File: src/pdlc_pkg.sv
`timescale 1ns / 1ps
// ----------------------------------------------------------------------------
// pdlc_pkg
// Shared types and codes of the passcode door lock controller.
// ----------------------------------------------------------------------------
package pdlc_pkg;

  typedef logic [2:0] tx_code_t;
  typedef logic [1:0] motor_t;

  localparam tx_code_t TX_NONE          = 3'd0;
  localparam tx_code_t TX_READY_RECEIVE = 3'd1;
  localparam tx_code_t TX_READY_SEND    = 3'd2;
  localparam tx_code_t TX_MATCH         = 3'd3;
  localparam tx_code_t TX_MISMATCH      = 3'd4;
  localparam tx_code_t TX_UNLOCKING     = 3'd5;
  localparam tx_code_t TX_WRONG         = 3'd6;
  localparam tx_code_t TX_CHANGE        = 3'd7;

  localparam motor_t MOT_STOP = 2'd0;
  localparam motor_t MOT_FWD  = 2'd1;
  localparam motor_t MOT_REV  = 2'd2;

  localparam logic [7:0] OPT_OPEN = 8'h2B;

  typedef logic [2:0] cfg_index_t;

  localparam cfg_index_t REG_READY_SEND     = 3'd0;
  localparam cfg_index_t REG_READY_RECEIVE  = 3'd1;
  localparam cfg_index_t REG_CHANGE_OPTION  = 3'd2;
  localparam cfg_index_t REG_UNLOCK_SECONDS = 3'd3;
  localparam cfg_index_t REG_STANDBY_SECS   = 3'd4;
  localparam cfg_index_t REG_ALARM_SECONDS  = 3'd5;
  localparam cfg_index_t REG_ALLOWED_WRONG  = 3'd6;

  typedef struct packed {
    tx_code_t tx_code;
    motor_t   motor;
    logic     buzzer;
    logic     busy_res;
    logic     last;
  } res_word_t;

endpackage

File: src/pdlc_if.sv
`timescale 1ns / 1ps
// ----------------------------------------------------------------------------
// pdlc_req_if / pdlc_res_if
// Valid/ready channels for input words and result words.
// ----------------------------------------------------------------------------
interface pdlc_req_if;
  logic       valid;
  logic       ready;
  logic       mode;
  logic [7:0] rx_byte;

  modport source (output valid, output mode, output rx_byte, input ready);
  modport sink   (input valid, input mode, input rx_byte, output ready);
endinterface

interface pdlc_res_if;
  import pdlc_pkg::*;
  logic     valid;
  logic     ready;
  tx_code_t tx_code;
  motor_t   motor;
  logic     buzzer;
  logic     busy_res;
  logic     last;

  modport source (output valid, output tx_code, output motor, output buzzer,
                  output busy_res, output last, input ready);
  modport sink   (input valid, input tx_code, input motor, input buzzer,
                  input busy_res, input last, output ready);
endinterface

File: src/passcode_door_lock_controller_core.sv
`timescale 1ns / 1ps
// ----------------------------------------------------------------------------
// passcode_door_lock_controller_core
// Passcode setup, code check, door motor and alarm sequencing.
// ----------------------------------------------------------------------------
// Throughput: one input word per cycle while at most two words are queued; a word
//   that ends a setup comparison yields two result words, drained one per cycle
//   while res.ready is high, from a 4-entry queue in the order they were pushed.
// Code digits live in one 2*CODE_LENGTH entry synchronous RAM (two banks),
//   read ahead of use from the address of the next digit position.
// Reset (sync, active high): setup phase, counters cleared, queue empty;
//   the code RAM is not cleared.
module passcode_door_lock_controller_core #(
  parameter int CODE_LENGTH = 5
) (
  input  logic                  clk,
  input  logic                  rst,
  input  logic                  cfg_we,
  input  pdlc_pkg::cfg_index_t  cfg_index,
  input  logic [7:0]            cfg_data,
  pdlc_req_if.sink              req,
  pdlc_res_if.source            res
);
  import pdlc_pkg::*;

  localparam int IW = (CODE_LENGTH > 1) ? $clog2(CODE_LENGTH) : 1;
  localparam int DW = $clog2(CODE_LENGTH + 1);
  localparam int AW = $clog2(2 * CODE_LENGTH);
  localparam int DEPTH = 2 * CODE_LENGTH;

  typedef enum logic [3:0] {
    PH_SWAIT1 = 4'd0,
    PH_SENT1  = 4'd1,
    PH_SWAIT2 = 4'd2,
    PH_SENT2  = 4'd3,
    PH_MWAIT  = 4'd4,
    PH_MENT   = 4'd5,
    PH_MOPT   = 4'd6,
    PH_FWD    = 4'd7,
    PH_HOLD   = 4'd8,
    PH_REV    = 4'd9,
    PH_ALARM  = 4'd10
  } phase_t;

  // configuration
  logic [7:0] ready_send_code, ready_receive_code, change_option_code;
  logic [7:0] unlock_seconds, standby_seconds, alarm_seconds;
  logic [3:0] allowed_wrong;

  always_ff @(posedge clk) begin
    if (rst) begin
      ready_send_code    <= 8'd16;
      ready_receive_code <= 8'd32;
      change_option_code <= 8'd45;
      unlock_seconds     <= 8'd15;
      standby_seconds    <= 8'd3;
      alarm_seconds      <= 8'd60;
      allowed_wrong      <= 4'd3;
    end else if (cfg_we) begin
      unique case (cfg_index)
        REG_READY_SEND:     ready_send_code    <= cfg_data;
        REG_READY_RECEIVE:  ready_receive_code <= cfg_data;
        REG_CHANGE_OPTION:  change_option_code <= cfg_data;
        REG_UNLOCK_SECONDS: unlock_seconds     <= cfg_data;
        REG_STANDBY_SECS:   standby_seconds    <= cfg_data;
        REG_ALARM_SECONDS:  alarm_seconds      <= cfg_data;
        REG_ALLOWED_WRONG:  allowed_wrong      <= cfg_data[3:0];
        default: ;
      endcase
    end
  end

  // control state
  phase_t        phase, phase_next;
  logic [DW-1:0] digit_index, digit_index_next;
  logic          match_so_far, match_so_far_next;
  logic [7:0]    tick_count, tick_count_next;
  logic [3:0]    wrong_count, wrong_count_next;
  motor_t        motor_drive, motor_drive_next;
  logic          alarm_on, alarm_on_next;
  logic          saved_bank, saved_bank_next;  // bank holding the stored code

  // code RAM
  logic [7:0]    mem [DEPTH];
  logic          mem_we;
  logic [AW-1:0] mem_waddr, mem_raddr;
  logic [7:0]    mem_wdata, mem_rdata;
  logic          fwd_hit;
  logic [7:0]    fwd_data;
  logic [7:0]    digit;

  // result queue
  res_word_t     queue [4];
  logic [1:0]    wptr, rptr;
  logic [2:0]    count;
  logic          push1, push2, pop;
  res_word_t     word0, word1;

  logic          in_fire;
  logic [IW-1:0] idx, idx_next_clamped;
  logic [DW-1:0] idx_inc;
  logic          m;
  logic [7:0]    tc, period;
  logic [3:0]    wc;
  tx_code_t      tx, tx2;

  assign req.ready = (count <= 3'd2);
  assign in_fire   = req.valid && req.ready;
  assign pop       = res.valid && res.ready;

  assign idx     = (digit_index >= DW'(CODE_LENGTH)) ? IW'(CODE_LENGTH - 1)
                                                    : digit_index[IW-1:0];
  assign idx_inc = DW'(idx) + DW'(1);
  assign digit   = fwd_hit ? fwd_data : mem_rdata;

  always_comb begin
    phase_next        = phase;
    digit_index_next  = digit_index;
    match_so_far_next = match_so_far;
    tick_count_next   = tick_count;
    wrong_count_next  = wrong_count;
    motor_drive_next  = motor_drive;
    alarm_on_next     = alarm_on;
    saved_bank_next   = saved_bank;
    mem_we            = 1'b0;
    mem_waddr         = AW'(idx);
    mem_wdata         = req.rx_byte;
    tx                = TX_NONE;
    tx2               = TX_NONE;
    push1             = 1'b0;
    push2             = 1'b0;
    m                 = match_so_far;
    tc                = tick_count;
    period            = unlock_seconds;
    wc                = wrong_count + 4'd1;

    if (in_fire) begin
      push1 = 1'b1;
      if (req.mode) begin
        if (phase >= PH_FWD && phase <= PH_ALARM) begin
          if (tick_count != 8'hFF) tc = tick_count + 8'd1;
          if (phase == PH_HOLD)       period = standby_seconds;
          else if (phase == PH_ALARM) period = alarm_seconds;
          tick_count_next = tc;
          if (tc >= period) begin
            tick_count_next = 8'd0;
            unique case (phase)
              PH_FWD: begin
                motor_drive_next = MOT_STOP;
                phase_next       = PH_HOLD;
              end
              PH_HOLD: begin
                motor_drive_next = MOT_REV;
                phase_next       = PH_REV;
              end
              PH_REV: begin
                motor_drive_next = MOT_STOP;
                phase_next       = PH_MWAIT;
              end
              default: begin
                alarm_on_next    = 1'b0;
                wrong_count_next = 4'd0;
                phase_next       = PH_MWAIT;
              end
            endcase
          end
        end
      end else begin
        unique case (phase)
          PH_SWAIT1, PH_SWAIT2: begin
            if (req.rx_byte == ready_send_code) begin
              tx                = TX_READY_RECEIVE;
              digit_index_next  = '0;
              match_so_far_next = 1'b1;
              phase_next        = (phase == PH_SWAIT1) ? PH_SENT1 : PH_SENT2;
            end
          end
          PH_SENT1: begin
            mem_we           = 1'b1;
            mem_waddr        = saved_bank ? AW'(idx) : AW'(idx) + AW'(CODE_LENGTH);
            digit_index_next = idx_inc;
            if (idx_inc >= DW'(CODE_LENGTH)) phase_next = PH_SWAIT2;
          end
          PH_SENT2: begin
            m                 = match_so_far && (digit == req.rx_byte);
            match_so_far_next = m;
            digit_index_next  = idx_inc;
            if (idx_inc >= DW'(CODE_LENGTH)) begin
              push2 = 1'b1;
              tx    = TX_READY_SEND;
              if (m) begin
                saved_bank_next = ~saved_bank;  // entry bank becomes stored code
                phase_next      = PH_MWAIT;
                tx2             = TX_MATCH;
              end else begin
                phase_next = PH_SWAIT1;
                tx2        = TX_MISMATCH;
              end
            end
          end
          PH_MWAIT: begin
            if (req.rx_byte == ready_send_code) begin
              digit_index_next  = '0;
              match_so_far_next = 1'b1;
              phase_next        = PH_MENT;
            end
          end
          PH_MENT: begin
            if (digit != req.rx_byte) match_so_far_next = 1'b0;
            digit_index_next = idx_inc;
            if (idx_inc >= DW'(CODE_LENGTH)) phase_next = PH_MOPT;
          end
          PH_MOPT: begin
            if (req.rx_byte == OPT_OPEN || req.rx_byte == change_option_code) begin
              if (match_so_far) begin
                if (req.rx_byte == OPT_OPEN) begin
                  tx               = TX_UNLOCKING;
                  motor_drive_next = MOT_FWD;
                  tick_count_next  = 8'd0;
                  phase_next       = PH_FWD;
                end else begin
                  tx         = TX_CHANGE;
                  phase_next = PH_SWAIT1;
                end
              end else begin
                tx               = TX_WRONG;
                wrong_count_next = wc;
                if (wc == allowed_wrong) begin
                  alarm_on_next   = 1'b1;
                  tick_count_next = 8'd0;
                  phase_next      = PH_ALARM;
                end else begin
                  phase_next = PH_MWAIT;
                end
              end
            end else begin
              phase_next = PH_MWAIT;
            end
          end
          default: ;  // busy: byte dropped
        endcase
      end
    end
  end

  // prefetch the digit the next word will need
  assign idx_next_clamped = (digit_index_next >= DW'(CODE_LENGTH)) ?
                            IW'(CODE_LENGTH - 1) : digit_index_next[IW-1:0];

  always_comb begin
    if ((phase_next == PH_MENT) == saved_bank_next)
      mem_raddr = AW'(idx_next_clamped) + AW'(CODE_LENGTH);
    else
      mem_raddr = AW'(idx_next_clamped);
  end

  always_ff @(posedge clk) begin
    if (mem_we) mem[mem_waddr] <= mem_wdata;
    mem_rdata <= mem[mem_raddr];
    fwd_hit   <= mem_we && (mem_waddr == mem_raddr);
    fwd_data  <= mem_wdata;
  end

  always_ff @(posedge clk) begin
    if (rst) begin
      phase        <= PH_SWAIT1;
      digit_index  <= '0;
      match_so_far <= 1'b1;
      tick_count   <= 8'd0;
      wrong_count  <= 4'd0;
      motor_drive  <= MOT_STOP;
      alarm_on     <= 1'b0;
      saved_bank   <= 1'b0;
    end else begin
      phase        <= phase_next;
      digit_index  <= digit_index_next;
      match_so_far <= match_so_far_next;
      tick_count   <= tick_count_next;
      wrong_count  <= wrong_count_next;
      motor_drive  <= motor_drive_next;
      alarm_on     <= alarm_on_next;
      saved_bank   <= saved_bank_next;
    end
  end

  // result words carry the state after this input
  always_comb begin
    word0.tx_code  = tx;
    word0.motor    = motor_drive_next;
    word0.buzzer   = alarm_on_next;
    word0.busy_res = (phase_next >= PH_FWD);
    word0.last     = ~push2;
    word1          = word0;
    word1.tx_code  = tx2;
    word1.last     = 1'b1;
  end

  always_ff @(posedge clk) begin
    if (push1) queue[wptr] <= word0;
    if (push2) queue[wptr + 2'd1] <= word1;
  end

  always_ff @(posedge clk) begin
    if (rst) begin
      wptr  <= 2'd0;
      rptr  <= 2'd0;
      count <= 3'd0;
    end else begin
      wptr  <= wptr + {1'b0, push1} + {1'b0, push2};
      rptr  <= rptr + {1'b0, pop};
      count <= count + {2'b00, push1} + {2'b00, push2} - {2'b00, pop};
    end
  end

  assign res.valid    = (count != 3'd0);
  assign res.tx_code  = queue[rptr].tx_code;
  assign res.motor    = queue[rptr].motor;
  assign res.buzzer   = queue[rptr].buzzer;
  assign res.busy_res = queue[rptr].busy_res;
  assign res.last     = queue[rptr].last;

endmodule

File: src/flat_wrapper.sv
// flat-port wrapper written by rule: the top's interface ports become plain ports
module passcode_door_lock_controller_core_flat import pdlc_pkg::*;
#(
  parameter int CODE_LENGTH = 5
)
  (clk, rst, cfg_we, cfg_index, cfg_data, req_valid, req_mode, req_rx_byte, req_ready, res_valid, res_tx_code, res_motor, res_buzzer, res_busy_res, res_last, res_ready);
  pdlc_req_if req_i ();
  pdlc_res_if res_i ();
  input  logic clk;
  input  logic rst;
  input  logic cfg_we;
  input  pdlc_pkg::cfg_index_t cfg_index;
  input  logic [7:0] cfg_data;
  input wire logic [$bits(req_i.valid)-1:0] req_valid;
  input wire logic [$bits(req_i.mode)-1:0] req_mode;
  input wire logic [$bits(req_i.rx_byte)-1:0] req_rx_byte;
  output wire logic [$bits(req_i.ready)-1:0] req_ready;
  output wire logic [$bits(res_i.valid)-1:0] res_valid;
  output wire logic [$bits(res_i.tx_code)-1:0] res_tx_code;
  output wire logic [$bits(res_i.motor)-1:0] res_motor;
  output wire logic [$bits(res_i.buzzer)-1:0] res_buzzer;
  output wire logic [$bits(res_i.busy_res)-1:0] res_busy_res;
  output wire logic [$bits(res_i.last)-1:0] res_last;
  input wire logic [$bits(res_i.ready)-1:0] res_ready;
  assign req_i.valid = req_valid;
  assign req_i.mode = req_mode;
  assign req_i.rx_byte = req_rx_byte;
  assign req_ready = req_i.ready;
  assign res_valid = res_i.valid;
  assign res_tx_code = res_i.tx_code;
  assign res_motor = res_i.motor;
  assign res_buzzer = res_i.buzzer;
  assign res_busy_res = res_i.busy_res;
  assign res_last = res_i.last;
  assign res_i.ready = res_ready;
  passcode_door_lock_controller_core #(.CODE_LENGTH(CODE_LENGTH)) u_core (.clk(clk), .rst(rst), .cfg_we(cfg_we), .cfg_index(cfg_index), .cfg_data(cfg_data), .req(req_i), .res(res_i));
endmodule
File: config.mk
export PLATFORM = sky130hd
export DESIGN_NAME = passcode_door_lock_controller_core_flat
export DESIGN_NICKNAME = d
export VERILOG_FILES = /design/src/pdlc_pkg.sv /design/src/pdlc_if.sv /design/src/passcode_door_lock_controller_core.sv /design/src/flat_wrapper.sv
export SDC_FILE = /design/constraint.sdc
export NUM_CORES = 1
export LEC_CHECK = 0
export BUFFER_PORTS_ARGS = -buffer_cell sky130_fd_sc_hd__buf_2
export CAP_MARGIN = 25
export CORE_MARGIN = 4
export CORE_UTILIZATION = 41
export DETAILED_ROUTE_END_ITERATION = 10
export RECOVER_POWER = 100
export SYNTH_ARGS = -nofsm -noshare
export SYNTH_HDL_FRONTEND = slang
export SYNTH_SLANG_ARGS = --single-unit
File: constraint.sdc
create_clock -name clk -period 6.65 [get_ports clk]
set_input_delay 1.33 -clock clk [delete_from_list [all_inputs] [get_ports clk]]
set_output_delay 1.33 -clock clk [all_outputs]
set_load 0.02 [all_outputs]
Word-level counts from Yosys, hierarchy flattened
Memory sizes are Yosys's and may differ from the RTL's. A register that Yosys moved wholly into a read port is not among the register bits.
Cells that the tools add are included.
- reductions and logical operators: 27
- order comparisons: 8
- add/sub/neg operators: 12
- bitwise gates (word level): 3
- eq/ne operators: 32
- muxes and demuxes: 107
- operators with widths (operator ; count):
    8-bit two-way mux ; 18
    4-bit two-way mux ; 24
    3-bit two-way mux ; 15
    1-bit two-way mux ; 31
    2-bit two-way mux ; 13
    8-bit equality test ; 3
    4-bit one-hot mux with 6 select lines ; 1
    4-bit by 3-bit equality test with 1-bit output (second input constant) ; 5
    4-bit equality test (second input constant) ; 3
    2-bit AND reduction ; 6
    3-bit equality test (second input constant) ; 3
    3-bit >= comparator (second input constant) ; 3
    3-bit one-hot mux with 3 select lines ; 1
    3-bit nonzero test ; 3
    3-bit OR reduction ; 3
    3-bit by 3-bit adder with 4-bit output (second input constant) ; 2
    8-bit by 1-bit adder with 8-bit output (second input constant) ; 1
    4-bit by 2-bit equality test with 1-bit output (second input constant) ; 2
    4-bit equality test ; 2
    8-bit by 6-bit equality test with 1-bit output (second input constant) ; 1
    4-bit by 3-bit >= comparator with 1-bit output (second input constant) ; 2
    8-bit >= comparator ; 1
    2-bit by 1-bit inequality test with 1-bit output (second input constant) ; 4
    8-bit inequality test ; 1
    other kinds (28) ; 41
- memories: 2
- bits in writable memories: 112
- word-level logic and storage cells: 210
- output and inout port bits: 10
- bits of input ports: 25
- register bits: 84
- memories (memory ; depth ; width ; read ports ; clocked after Yosys merged registers in ; wr ports ; line ; text):
    u_core.mem ; 10 ; 8 ; 1 ; 1 ; 1 ; passcode_door_lock_controller_core.sv:84 ; logic [7:0] mem [DEPTH];
    u_core.queue ; 4 ; 8 ; 1 ; 1 ; 2 ; passcode_door_lock_controller_core.sv:93 ; res_word_t queue [4];

Depth between registers and ports, before layout
- depth in word-level cells: 16
- gate-level depth with buffers: 20
- depth with buffers taken out: 18

Worst setup path after synthesis
No wires, ideal clock.
- path kind: reg2reg
- start: reg u_core.phase[1]
- end: reg u_core.mem_rdata[5] (read register of u_core.mem)
- stages on the path, launching flop included: 19
- period minus slack after synthesis: 5184 ps
- setup slack: 1466 ps
- data arrival time: 5057 ps
- data required time: 6523 ps
- path buffers: 4
- library setup time: 127 ps
- cells stage by stage: dfxtp_1 clkbuf_1 nor3_1 clkbuf_1 o21ai_0 ha_1 nand2b_1 a2111oi_2 o21ai_1 clkbuf_1 nor4b_1 nor4_1 o211ai_4 xnor2_4 mux2i_4 buf_4 mux2i_1 o22ai_1 or3_1
- cells in the longest elaborated chain, start to end: 14
- elaborated cells on any way between the ends: 46
- those cells by class: add/sub: 1; order compare: 4; eq/ne: 11; mux: 25; reduce/logical: 5
- ends and longest elaborated chain (item ; line ; text):
    from (decl) ; passcode_door_lock_controller_core.sv:74 ; phase_t phase, phase_next;
    from (signal assigned) ; passcode_door_lock_controller_core.sv:275 ; phase <= phase_next;
    4-bit equality test ; passcode_door_lock_controller_core.sv:143 ; else if (phase == PH_ALARM) period = alarm_seconds;
    8-bit two-way mux ; passcode_door_lock_controller_core.sv:143 ;
    8-bit two-way mux ; passcode_door_lock_controller_core.sv:142 ; if (phase == PH_HOLD) period = standby_seconds;
    8-bit two-way mux ; passcode_door_lock_controller_core.sv:140 ; if (phase >= PH_FWD && phase <= PH_ALARM) begin
    8-bit two-way mux ; passcode_door_lock_controller_core.sv:139 ; if (req.mode) begin
    8-bit two-way mux ; passcode_door_lock_controller_core.sv:137 ; if (in_fire) begin
    8-bit >= comparator ; passcode_door_lock_controller_core.sv:145 ; if (tc >= period) begin
    4-bit two-way mux ; passcode_door_lock_controller_core.sv:145 ;
    4-bit two-way mux ; passcode_door_lock_controller_core.sv:140 ;
    4-bit two-way mux ; passcode_door_lock_controller_core.sv:139 ;
    4-bit two-way mux ; passcode_door_lock_controller_core.sv:137 ;
    4-bit by 3-bit equality test with 1-bit output ; passcode_door_lock_controller_core.sv:251 ; if ((phase_next == PH_MENT) == saved_bank_next)
    1-bit equality test ; passcode_door_lock_controller_core.sv:251 ;
    4-bit two-way mux (*) ; passcode_door_lock_controller_core.sv:251 ;
    to (decl) ; passcode_door_lock_controller_core.sv:87 ; logic [7:0] mem_wdata, mem_rdata;
Mark *: on every way between the ends. The rest lies on a longest branch, timed or not. The select of a mux whose other input is x is not followed.
A chain may end at the register's enable or synchronous reset.

Worst setup path after layout
- start: reg u_core.phase[3]
- end: reg u_core.fwd_hit
- cells in the longest elaborated chain, start to end: 16
- elaborated cells on any way between the ends: 54
- those cells by class: add/sub: 1; order compare: 4; eq/ne: 12; mux: 31; reduce/logical: 6
- ends and longest elaborated chain (item ; line ; text):
    4-bit equality test ; passcode_door_lock_controller_core.sv:143 ;
    8-bit two-way mux ; passcode_door_lock_controller_core.sv:143 ;
    8-bit two-way mux ; passcode_door_lock_controller_core.sv:142 ;
    8-bit two-way mux ; passcode_door_lock_controller_core.sv:140 ;
    8-bit two-way mux ; passcode_door_lock_controller_core.sv:139 ;
    8-bit two-way mux ; passcode_door_lock_controller_core.sv:137 ;
    8-bit >= comparator ; passcode_door_lock_controller_core.sv:145 ;
    4-bit two-way mux ; passcode_door_lock_controller_core.sv:145 ;
    4-bit two-way mux ; passcode_door_lock_controller_core.sv:140 ;
    4-bit two-way mux ; passcode_door_lock_controller_core.sv:139 ;
    4-bit two-way mux ; passcode_door_lock_controller_core.sv:137 ;
    4-bit by 3-bit equality test with 1-bit output ; passcode_door_lock_controller_core.sv:251 ;
    1-bit equality test ; passcode_door_lock_controller_core.sv:251 ;
    4-bit two-way mux ; passcode_door_lock_controller_core.sv:251 ;
    4-bit equality test ; passcode_door_lock_controller_core.sv:260 ; fwd_hit <= mem_we && (mem_waddr == mem_raddr);
    1-bit logical AND (*) ; passcode_door_lock_controller_core.sv:260 ;
    to (signal assigned) ; passcode_door_lock_controller_core.sv:260 ;
    to (decl) ; passcode_door_lock_controller_core.sv:88 ; logic fwd_hit;
Marks and branches as above.

==> reports/qor.yml <==
run_status:
  status: "complete, but fails checks"
  violations: "max-capacitance violations, max-slew violations"
sta:
  finalCritPeriodShare_pct: 91.2
  rsz0062_at_grt: "no"
  fin_skew_ns: 0.0144
  fmax_mhz: 165
  whs_ns: 0.445
  setup_viol: 0
  post-route-min-period_ns: 6.07
  tightest_slew_ns: 3.27
  drv_slew: 94
  hold_viol: 0
  fin_tns_setup_ns: 0
  relSlewSlack_pct: -118
setup_path:
  crit_cells: 17
  crit_path_end_kind: "flop"
  worst_path_max_delay_cell: "mux2i_4"
  crit_path_start: "u_core.phase[3]$_SDFF_PP0_"
  cp.arrival_ns: 6.47
  cp-start-kind: "flop"
  cp_top_family: "simple AND/OR/NAND/NOR gates"
  reg2reg_from: "u_core.phase[3]$_SDFF_PP0_"
  path_cells: "nand2b_1, nor2_1, mux2i_1, o21ai_0, ha_1, nand2b_1, a2111oi_2, o21ai_1, clkbuf_1, nor4b_1, nor4_1, o211ai_4, xnor2_4, mux2i_4, xnor2_1, or3_1, a2111oi_2"
  crit_path_max_fanout: 16
  crit_type: "flop to flop"
  reg2regPathDepth: 17
  cp.required_ns: 7.05
  critPathMaxStageDelay_ns: 0.77
  path_buf_inv: 1
cts:
  path_clk_slew_ns: 0.06
  cts_buffers: 23
  root_buffer: "clkbuf_16"
  cts_max_path_buffers: 3
  cts_tree: "yes"
  clock_latency_ns: 0.50
  cts.sinks: 204
  hold_buffers: 0
  ctsResizeCount: 0
  htree_levels: 1
  cts_setup_buffers: 0
routing:
  routed_wl_mm: 22.3
  wl_per_cell_um: 16.9
  ant_nets: 0
  dr.pass1.iters: 5
  route.detailed.drc: 0
  drt_iter0_drc: 500
  vias: 6923
  via_per_inst: 5.26
yosys:
  yosysTopAreaCell: "edfxtp_1"
  yosys_warnings: 0
  syn_inst: 947
  ys_async_sr_fraction_pct: 0
  ys_types: 72
  synth_top_area_share_pct: 33.4
  syn-num-nets: 991
  synth_edf_count: 108
  synthTopCellsByCount: "nor2_1, nand2_1, edfxtp_1"
  avgSynthCellArea_um2: 10.3
  netlist_area_um2: 9720
  synth.ff_latch_count: 204
  yosysMostFrequentCell: "nor2_1"
  yosys-top-cells-area: "edfxtp_1, dfxtp_1, nor2_1, nand2_1, mux2i_1"
  synth_seq_area_share_pct: 53.1
  synth_top_flop_cell: "edfxtp_1"
die:
  die_y_um: 162
  core_um2: 23400
  die_area_um2: 26200
  initial_core_util_pct: 41.5
  rows: 56
  die_x_um: 162
  io_pins: 35
grt:
  antenna_found_initial: 0
  grt_start_max_net_pins: 76
  overflow: 0
  grt_first_pass_wirelength_mm: 36.3
  grt_usage_pct: 17.0
  grt_pass1_vias: 6625
hold_path:
  min_path_cells: 2
  min-delay-start: "u_core.queue[1][0]$_SDFFE_PP1P_"
  worst_hold_path_type: "flop to flop"
pwr:
  power_switching_mw: 0.788
  p_clk_share_pct: 42.0
  switching_share_pct: 24.9
  p_leak_nw: 3.91
  p_comb_share_pct: 12.6
  power_density_nw_per_um2: 287
  power.internal_mw: 2.37
  seqPwrFrac_pct: 45.4
  peakVddDrop_v: 0.000244
placement:
  port_buffers: 34
  dp_hpwl_mm: 15.3
  placed_cells: 1275
  post_dp_cell_area_um2: 10200
  routabilityCongestion: 0.841
cells_and_area:
  nNetsFinal: 1025
  area.growth.synth_to_final_pct: 13.0
  finish.utilization_pct: 46.9
  nFillCells: 2251
  layoutNonFillerInstCount: 1316
  diodes: 0
  stdcell_area_um2: 11000
  drive_gt1_share_pct: 8.63
job:
  cap_viol_max_count: 3
-- worst paths after layout --
path	slack, ns	to
max	0.58	u_core.fwd_hit$_DFF_P_
min	0.44	u_core.queue[1][0]$_SDFFE_PP1P_
max reg2reg	0.58	u_core.fwd_hit$_DFF_P_
min reg2reg	0.44	u_core.queue[1][0]$_SDFFE_PP1P_
-- final cells by class --
cell class              instances  area [µm²]  area share (%)
repair buffers                 47         221            2.02
flip-flops and latches        204        5160            47.0
inverters                      28         105           0.957
multi-input cells             677        4300            39.1
clock buffers                  32         649            5.91
well taps                     319         399            3.63
clock inverters                 9         149            1.36
-- layer usage --
metal  vias to the layer above  track usage, %  share of wire (%)
li1                       3471               -                  -
met2                       135            26.5                 45
met4                         0            3.50                1.3
met5                         -               0                  0
met1                      3294            25.5                 50
met3                        23            2.18                3.7
-- registers in the layout (all words and copies together) (netlist names), 4 cells and up --
register                   cells
u_core.alarm_seconds           8
u_core.allowed_wrong           4
u_core.change_option_code      8
u_core.fwd_data                8
u_core.mem                    80
u_core.mem_rdata               8
u_core.phase                   4
u_core.queue                  32
u_core.ready_send_code         8
u_core.standby_seconds         8
u_core.tick_count              8
u_core.unlock_seconds          8
u_core.wrong_count             4
-- power by group through the flow --
| stage | sequential (mW) | clock, mW | combinational [mW] |
|---|---|---|---|
| finish | 1.43 | 1.33 | 0.397 |
| global route | 1.44 | 1.41 | 0.445 |
| CTS | 1.44 | 1.37 | 0.408 |
| detailed placement | 1.46 | 0 | 0.408 |
| global placement | 1.46 | 0 | 0.402 |
| floorplan | 1.42 | 0 | 0.324 |
-- logic make-up (layout without fill, tap and decap cells) --
kind of cell,count (synthesis),after routing,share of synthesized area [%]
and+or+nand+nor,384,384,18.5
xor gates and xnor gates,47,47,4.65
buffers and inverters,66,116,2.66
AOI/OAI and AO/OA,170,170,11.3
DFF,204,204,53.1
muxes,57,57,7.08
adders and majority gates,19,19,2.68
-- worst register-to-register path, delay by kind of cell (launching register included) --
kind            cells  cell delay (ns)
fa+ha+maj           1             0.27
simple gates        6             2.00
buf+inv             1             0.24
xor+xnor            2             0.68
compound gates      5             1.17
flops               1             0.58
mux                 2             1.04
-- cells in the final DEF (no fill, tap or decap), types with 8 or more instances in the layout --
cell type and count:
a21oi_1 62, a22oi_1 14, buf_2 15, clkbuf_1 30
clkbuf_16 23, dfxtp_1 96, edfxtp_1 108, ha_1 16
inv_1 27, mux2i_1 44, mux4_2 8, nand2_1 124
nand2b_1 13, nand3_1 20, nand3b_1 17, nand4_1 10
nor2_1 126, nor2b_1 8, nor3_1 12, nor4_1 10
o21ai_0 20, o22ai_1 18, or3_1 13, xnor2_1 39
-- stage by stage --
stage | worst slack [ns] | power [mW]
6_report | 0.583 | 3.16
5_1_grt | 0.159 | 3.30
4_1_cts | 0.733 | 3.21
3_5_place_dp | 0.792 | 1.87
3_3_place_gp | 0.975 | 1.86
2_1_floorplan | 1.47 | 1.75
No activity file was read; power rests on OpenSTA's default activity.
